### config.mk
export PLATFORM = sky130hd
export DESIGN_NAME = masked_byte_pattern_search
export DESIGN_NICKNAME = d
export VERILOG_FILES = /design/src/sv/mbps_pkg.sv /design/src/sv/mbps_cell.sv /design/src/sv/mbps_out_buf.sv /design/src/sv/masked_byte_pattern_search.sv
export SDC_FILE = /design/constraint.sdc
export NUM_CORES = 2
export LEC_CHECK = 0
export BUFFER_PORTS_ARGS = -buffer_cell sky130_fd_sc_hd__buf_2
export CORE_ASPECT_RATIO = 0.8
export CORE_MARGIN = 4
export CORE_UTILIZATION = 55
export DETAILED_ROUTE_END_ITERATION = 16
export MAX_ROUTING_LAYER = met4
export PLACE_DENSITY = 0.74
export SYNTH_ARGS = -nofsm -noshare
export SYNTH_HDL_FRONTEND = slang
export SYNTH_SLANG_ARGS = --single-unit
### constraint.sdc
create_clock -name clk -period 27.5 [get_ports clk]
set_clock_uncertainty 0.15 [all_clocks]
set_input_delay 4.125 -clock clk [delete_from_list [all_inputs] [get_ports clk]]
set_output_delay 4.125 -clock clk [all_outputs]
set_load 0.05 [all_outputs]
### src/sv/mbps_pkg.sv
// Shared constants, register codes and the result type of the masked byte
// pattern search. No dependencies.
package mbps_pkg;

  localparam int MAX_PATTERN = 8;
  localparam int BYTE_W      = 8;
  localparam int OFF_W       = 48;
  localparam int LEN_W       = 4;
  localparam int SEEN_W      = $clog2(MAX_PATTERN + 1);
  localparam int SEL_W       = (MAX_PATTERN > 1) ? $clog2(MAX_PATTERN) : 1;
  localparam int CFG_IDX_W   = 3;
  localparam int CFG_DATA_W  = 64;

  localparam logic MODE_DATA    = 1'b0;
  localparam logic MODE_RESTART = 1'b1;

  typedef enum logic [CFG_IDX_W-1:0] {
    CFG_PATTERN = 3'd0,
    CFG_MASK    = 3'd1,
    CFG_LENGTH  = 3'd2,
    CFG_START   = 3'd3,
    CFG_END     = 3'd4
  } cfg_reg_t;

  typedef struct packed {
    logic             matched;
    logic [OFF_W-1:0] first_offset;
    logic [OFF_W-1:0] last_offset;
    logic             finished;
  } res_t;

endpackage

### src/sv/mbps_cell.sv
// One window cell: holds one stream byte, passes it to the next cell on each
// shift and compares the byte it takes in, masked, against its pattern byte.
// Depends on mbps_pkg.
module mbps_cell (
  input  logic                       clk,
  input  logic                       rst_n,
  input  logic                       clear,
  input  logic                       shift_en,
  input  logic                       active,
  input  logic [mbps_pkg::BYTE_W-1:0] byte_in,
  input  logic [mbps_pkg::BYTE_W-1:0] pat_byte,
  input  logic [mbps_pkg::BYTE_W-1:0] mask_byte,
  output logic [mbps_pkg::BYTE_W-1:0] byte_out,
  output logic                       hit
);
  import mbps_pkg::*;

  logic [BYTE_W-1:0] byte_r;

  always_ff @(posedge clk) begin
    if (!rst_n || clear) begin
      byte_r <= '0;
    end else if (shift_en) begin
      byte_r <= byte_in;
    end
  end

  assign byte_out = byte_r;
  assign hit      = !active || ((byte_in & mask_byte) == pat_byte);

endmodule

### src/sv/mbps_out_buf.sv
// Two-slot result buffer: a head register that drives the result channel and
// a skid slot behind it. Depends on mbps_pkg.
module mbps_out_buf (
  input  logic                clk,
  input  logic                rst_n,
  input  logic                push,
  input  mbps_pkg::res_t      push_res,
  output logic                can_push,
  output logic                out_valid,
  input  logic                out_ready,
  output mbps_pkg::res_t      out_res
);
  import mbps_pkg::*;

  logic head_vld_r, head_vld_nxt;
  logic skid_vld_r, skid_vld_nxt;
  res_t head_r, head_nxt;
  res_t skid_r, skid_nxt;
  logic pop;

  assign pop = head_vld_r && out_ready;

  always_comb begin
    head_vld_nxt = head_vld_r;
    skid_vld_nxt = skid_vld_r;
    head_nxt     = head_r;
    skid_nxt     = skid_r;
    if (pop) begin
      if (skid_vld_r) begin
        head_nxt = skid_r;
        if (push) begin
          skid_nxt = push_res;
        end else begin
          skid_vld_nxt = 1'b0;
        end
      end else if (push) begin
        head_nxt = push_res;
      end else begin
        head_vld_nxt = 1'b0;
      end
    end else if (push) begin
      if (!head_vld_r) begin
        head_nxt     = push_res;
        head_vld_nxt = 1'b1;
      end else begin
        skid_nxt     = push_res;
        skid_vld_nxt = 1'b1;
      end
    end
  end

  always_ff @(posedge clk) begin
    if (!rst_n) begin
      head_vld_r <= 1'b0;
      skid_vld_r <= 1'b0;
    end else begin
      head_vld_r <= head_vld_nxt;
      skid_vld_r <= skid_vld_nxt;
    end
    head_r <= head_nxt;
    skid_r <= skid_nxt;
  end

  assign can_push  = !skid_vld_r;
  assign out_valid = head_vld_r;
  assign out_res   = head_r;

endmodule

### src/sv/masked_byte_pattern_search.sv
// Top level of the masked byte pattern search: configuration registers,
// offset bookkeeping, the row of window cells and the result buffer.
// Depends on mbps_pkg, mbps_cell and mbps_out_buf.
//
// Usage: the input channel takes one item per cycle while in_ready is high:
// a data byte (in_mode = 0) or a restart (in_mode = 1), which clears the
// window, loads the offset from start_offset and reopens the search. A byte
// that completes a match of the last pattern_length bytes, or whose offset
// reaches end_offset, yields one result item; a restart with start_offset
// equal to end_offset yields a finished item at once. Other items yield
// nothing. Results are registered in the result buffer. Throughput: one
// item per cycle while in_ready is high, set by the shift and compare of
// the cell row. The output holds two results; while the receiver stalls,
// in_ready drops once both are full and rises again as soon as one is
// taken. Registers are written through the cfg_ channel, which is always
// ready. Reset (rst_n low, synchronous) clears the window, offset, done
// state and both result slots, and loads the registers' reset values.
module masked_byte_pattern_search (
  input  logic                            clk,
  input  logic                            rst_n,
  input  logic                            cfg_valid,
  output logic                            cfg_ready,
  input  logic [mbps_pkg::CFG_IDX_W-1:0]  cfg_index,
  input  logic [mbps_pkg::CFG_DATA_W-1:0] cfg_data,
  input  logic                            in_valid,
  output logic                            in_ready,
  input  logic                            in_mode,
  input  logic [mbps_pkg::BYTE_W-1:0]     in_data_byte,
  output logic                            out_valid,
  input  logic                            out_ready,
  output logic                            out_matched,
  output logic [mbps_pkg::OFF_W-1:0]      out_first_offset,
  output logic [mbps_pkg::OFF_W-1:0]      out_last_offset,
  output logic                            out_finished
);
  import mbps_pkg::*;

  logic [MAX_PATTERN-1:0][BYTE_W-1:0] pattern_r;
  logic [MAX_PATTERN-1:0][BYTE_W-1:0] mask_r;
  logic [LEN_W-1:0]                   length_r;
  logic [OFF_W-1:0]                   start_r;
  logic [OFF_W-1:0]                   end_r;

  logic [OFF_W-1:0]  pos_r, pos_nxt;
  logic [SEEN_W-1:0] seen_r, seen_nxt;
  logic              done_r, done_nxt;

  logic              accept;
  logic              shift_en;
  logic              clear;
  logic [LEN_W-1:0]  used_len;
  logic              push;
  res_t              push_res;
  res_t              out_res;
  logic              can_push;
  logic              window_hit;
  logic              fin;

  logic [MAX_PATTERN-1:0]             cell_hit;
  logic [MAX_PATTERN-1:0][BYTE_W-1:0] cell_byte;

  assign cfg_ready = 1'b1;

  always_ff @(posedge clk) begin
    if (!rst_n) begin
      pattern_r <= '0;
      mask_r    <= '1;
      length_r  <= LEN_W'(1);
      start_r   <= '0;
      end_r     <= '0;
    end else if (cfg_valid) begin
      unique case (cfg_index)
        CFG_PATTERN: pattern_r <= cfg_data;
        CFG_MASK:    mask_r    <= cfg_data;
        CFG_LENGTH:  length_r  <= cfg_data[LEN_W-1:0];
        CFG_START:   start_r   <= cfg_data[OFF_W-1:0];
        CFG_END:     end_r     <= cfg_data[OFF_W-1:0];
        default: ;
      endcase
    end
  end

  always_comb begin
    priority if (length_r == '0) begin
      used_len = LEN_W'(1);
    end else if (length_r > LEN_W'(MAX_PATTERN)) begin
      used_len = LEN_W'(MAX_PATTERN);
    end else begin
      used_len = length_r;
    end
  end

  assign in_ready = can_push;
  assign accept   = in_valid && in_ready;
  assign clear    = accept && (in_mode == MODE_RESTART);
  assign shift_en = accept && (in_mode == MODE_DATA) && !done_r;

  for (genvar k = 0; k < MAX_PATTERN; k++) begin : g_cell
    logic [LEN_W-1:0]  diff;
    logic [SEL_W-1:0]  sel;
    logic [BYTE_W-1:0] byte_in;

    assign diff = used_len - LEN_W'(k + 1);
    assign sel  = diff[SEL_W-1:0];

    if (k == 0) begin : g_head
      assign byte_in = in_data_byte;
    end else begin : g_tail
      assign byte_in = cell_byte[k-1];
    end

    mbps_cell u_cell (
      .clk       (clk),
      .rst_n     (rst_n),
      .clear     (clear),
      .shift_en  (shift_en),
      .active    (used_len > LEN_W'(k)),
      .byte_in   (byte_in),
      .pat_byte  (pattern_r[sel]),
      .mask_byte (mask_r[sel]),
      .byte_out  (cell_byte[k]),
      .hit       (cell_hit[k])
    );
  end

  always_comb begin
    seen_nxt = (seen_r < SEEN_W'(MAX_PATTERN)) ? seen_r + SEEN_W'(1) : seen_r;
  end

  assign window_hit = (&cell_hit) && (SEEN_W'(used_len) <= seen_nxt);
  assign fin        = pos_r >= end_r;

  always_comb begin
    pos_nxt  = pos_r;
    done_nxt = done_r;
    push     = 1'b0;
    push_res = '0;
    if (clear) begin
      pos_nxt  = start_r;
      done_nxt = (start_r == end_r);
      push     = (start_r == end_r);
      push_res.last_offset = start_r;
      push_res.finished    = 1'b1;
    end else if (shift_en) begin
      pos_nxt  = pos_r + OFF_W'(1);
      done_nxt = fin;
      push     = window_hit || fin;
      push_res.matched      = window_hit;
      push_res.first_offset = window_hit ?
                              (pos_r - OFF_W'(used_len) + OFF_W'(1)) : '0;
      push_res.last_offset  = pos_r;
      push_res.finished     = fin;
    end
  end

  always_ff @(posedge clk) begin
    if (!rst_n) begin
      pos_r  <= '0;
      seen_r <= '0;
      done_r <= 1'b0;
    end else begin
      pos_r  <= pos_nxt;
      done_r <= done_nxt;
      if (clear) begin
        seen_r <= '0;
      end else if (shift_en) begin
        seen_r <= seen_nxt;
      end
    end
  end

  mbps_out_buf u_out_buf (
    .clk       (clk),
    .rst_n     (rst_n),
    .push      (push),
    .push_res  (push_res),
    .can_push  (can_push),
    .out_valid (out_valid),
    .out_ready (out_ready),
    .out_res   (out_res)
  );

  assign out_matched      = out_res.matched;
  assign out_first_offset = out_res.first_offset;
  assign out_last_offset  = out_res.last_offset;
  assign out_finished     = out_res.finished;

endmodule
==> reports/metrics.cfg <==
[outcome]
status=completed

[sta]
finalHoldViolCount=0
tns_ns=0
post-route-period-util=0.330
setup_violations=0
fmax_mhz=110
fin_crit_ns=9.07
maxSlewViolCount=0
worstMarginPinSlew_ns=1.22
rsz0062_at_grt=no
relSlewSlack=0.186

[clocking]
htreeDepth=2
hold_buffers=0
clock-sinks=535
cts_made_buffers=53
cts_buffer_depth=3
path_clk_slew_ns=0.06
post_cts_buffers=0
root_buffer=clkbuf_16
cts_tree=built
ctsResizeCount=0
worstSkewPairLatency_ns=0.63

[worst_setup_path]
cp.required_ns=27.59
startpoint_type=input pin
crit_type=in -> reg
worstPathArrival_ns=9.17
cpMaxStageDelayCell=nand2_2
endpoint_kind=flip-flop
path_cells=buf_2, nand2_1, or3_4, a311o_1, or4_1, nor4_1, o211ai_1, nor4_4, nand2_2, a32oi_4, buf_4, buf_4
path_buf_inv=3
crit_top_cell=buf_4
critPathMaxStageDelay_ns=0.72
cpLargestDelayFamily=simple AND/OR/NAND/NOR gates
cp_max_fo=59

[layout]
layout-drive-gt1-share=0.131
final_common_cell=nand2_1
most-common-layout-cells=nand2_1, a21oi_1, dfxtp_1
fillers=5272
layout.cells.non_filler=4788
final_util=0.611
num-nets-final=4183
area_growth_pct=9.30

[route]
vias_per_cell=6.62
wirelength_mm=124
ant_nets=0
wl_per_cell_um=26.0
drc=0
initialDrtViolationCount=4832
firstDrtPassIters=8
vias=31700

[logic_synthesis]
yosys_warnings=0
synth_top_area_share=0.202
synth_top_cell_by_area=dfxtp_1
netlist_area_um2=33500
seq_area_frac_synth=0.378
synthArstFlopShare=0
syn_nets=4156
synth_cell_types=94
yosys-top-cells-area=dfxtp_1, edfxtp_1, nand2_1
synth_edf_count=196
synthCells=3930
synth_ff_type=dfxtp_1
syn_area_per_cell_um2=8.53
synth-seq-cells=535

[die]
die_h_um=229
placementRows=80
core_region_area_um2=60000
start_util=0.559
dieArea_um2=65000
ioPinCount=182
fp.dieW_um=284

[global_routing]
grt_pass1_wl_mm=185
grt_overflow=0
grt_pass1_vias=28400
track_usage=0.379
antenna_found_initial=12
grt_max_degree=130

[placed_design]
dp_hpwl_mm=90.9
place.gp.congestion=1.05
place_inst=4681
port_buffers=180

[power]
p_seq_frac=0.454
pwr_density_cell_nw_per_um2=51.7
p_sw_frac=0.289
pwr-share-comb=0.150
p_switching_w=0.000548
p_leak_nw=14.0
power_w=0.00190
peakVddDrop_mv=0.0462
p_int_w=0.00135
clockPowerShare=0.396

[hold_path]
hold_path_class=reg -> reg

[flow_run]
max_cap_viol_count=0

## sequential cells by signal, summed over array words and instances (netlist names)
signal and cells:
pos_r 48, g_cell.u_cell.byte_out 56, end_r 48, start_r 48
u_out_buf.out_valid 1, mask_r 64, u_out_buf.skid_vld_r 1, length_r 4
u_out_buf.skid_r 98, pattern_r 64, done_r 1, u_out_buf.out_res 98
seen_r 4
## cells in the mapped netlist (16+ instances only)
cell and number:
nor3b_1 19, nor2b_1 31, and3_1 24, o221ai_1 16
mux2_2 75, xor2_1 33, a21o_1 56, mux4_2 76
clkbuf_1 179, nor2_1 176, and2_1 27, nand2_1 802
buf_1 21, xnor2_1 89, a211oi_1 24, nand3_1 178
dfxtp_1 339, a221oi_1 20, ha_1 144, nor3_1 40
inv_1 155, nand4_1 33, mux2i_1 95, o21ai_1 21
buf_2 48, a32oi_1 32, edfxtp_1 196, a31oi_1 36
o211ai_1 27, a21oi_1 405, o21ai_0 199, nor4_1 19
nand2b_1 28, o22ai_1 16
## stage by stage
step           area, um2  hold slack (ns)  setup slack, ns
4_1_cts            36600            0.319            18.41
3_3_place_gp       34900            0.306            17.87
5_1_grt            36600            0.334            18.11
6_report           36600            0.321            18.43
3_5_place_dp       34900            0.312            17.81
2_1_floorplan      33500            0.291            15.30
## power groups by stage
stage,registers [W],clock network [W],logic (W)
finish,0.000861,0.000751,0.000285
global route,0.000861,0.000790,0.000303
CTS,0.000859,0.000757,0.000277
detailed placement,0.000876,0,0.000275
global placement,0.000876,0,0.000275
floorplan,0.000895,0,0.000165
## layout make-up
cell class                      instances  area (um2)  share of cell area
Multi-Input combinational cell       2976       19300               0.527
Sequential cell                       535       12700               0.346
Clock buffer                           69        1490              0.0406
Timing Repair Buffer                  232        1290              0.0352
Tap cell                              779         975              0.0266
Inverter                              159         603              0.0165
Clock inverter                         28         279             0.00761
Antenna cell                           10        25.0            0.000683
## worst register-to-register path, cell delays in order, from the launching register on
cell,delay (ns)
dfxtp_2,0.31
buf_4,0.40
clkinv_1,0.25
nand2_4,0.17
clkinv_2,0.36
ha_1,0.43
buf_4,0.45
clkinv_1,0.80
mux4_2,0.45
nand2_1,0.06
a32o_1,0.32
nor4_1,0.31
nand4_1,0.20
a22o_1,0.31
nor4_4,0.50
nand2_2,0.73
a32oi_4,0.46
buf_4,0.45
buf_4,0.70
## per-layer routing
| metal | up-vias | track usage | part of all wire |
|---|---|---|---|
| met5 | - | - | 0 |
| met4 | 0 | 0.0852 | 0.025 |
| met3 | 228 | 0.112 | 0.14 |
| met2 | 1952 | 0.505 | 0.40 |
| met1 | 15300 | 0.563 | 0.43 |
| li1 | 14200 | - | - |
## kinds of logic after synthesis
logic type,synth area share
AO/OA/AOI/OAI,0.189
XOR/XNOR,0.0324
adder cells (fa/ha/maj),0.0543
buffers and inverters,0.0500
flip-flops,0.378
multiplexers,0.105
other,0.000112
AND/OR/NAND/NOR,0.192
## worst paths after layout
path | from | end | slack (ns) | depth (start not counted)
setup / recovery | in_valid | u_out_buf.out_res[43]$_DFFE_PP_ | 18.43 | 12
hold / removal | pattern_r[4]$_SDFFE_PN0P_ | pattern_r[4]$_SDFFE_PN0P_ | 0.32 | 2
setup reg to reg | length_r[3]$_SDFFE_PN0P_ | u_out_buf.out_res[43]$_DFFE_PP_ | 19.26 | 18
hold reg to reg | pattern_r[4]$_SDFFE_PN0P_ | pattern_r[4]$_SDFFE_PN0P_ | 0.32 | 2
Note: power is estimated with default switching activity, not from simulation.
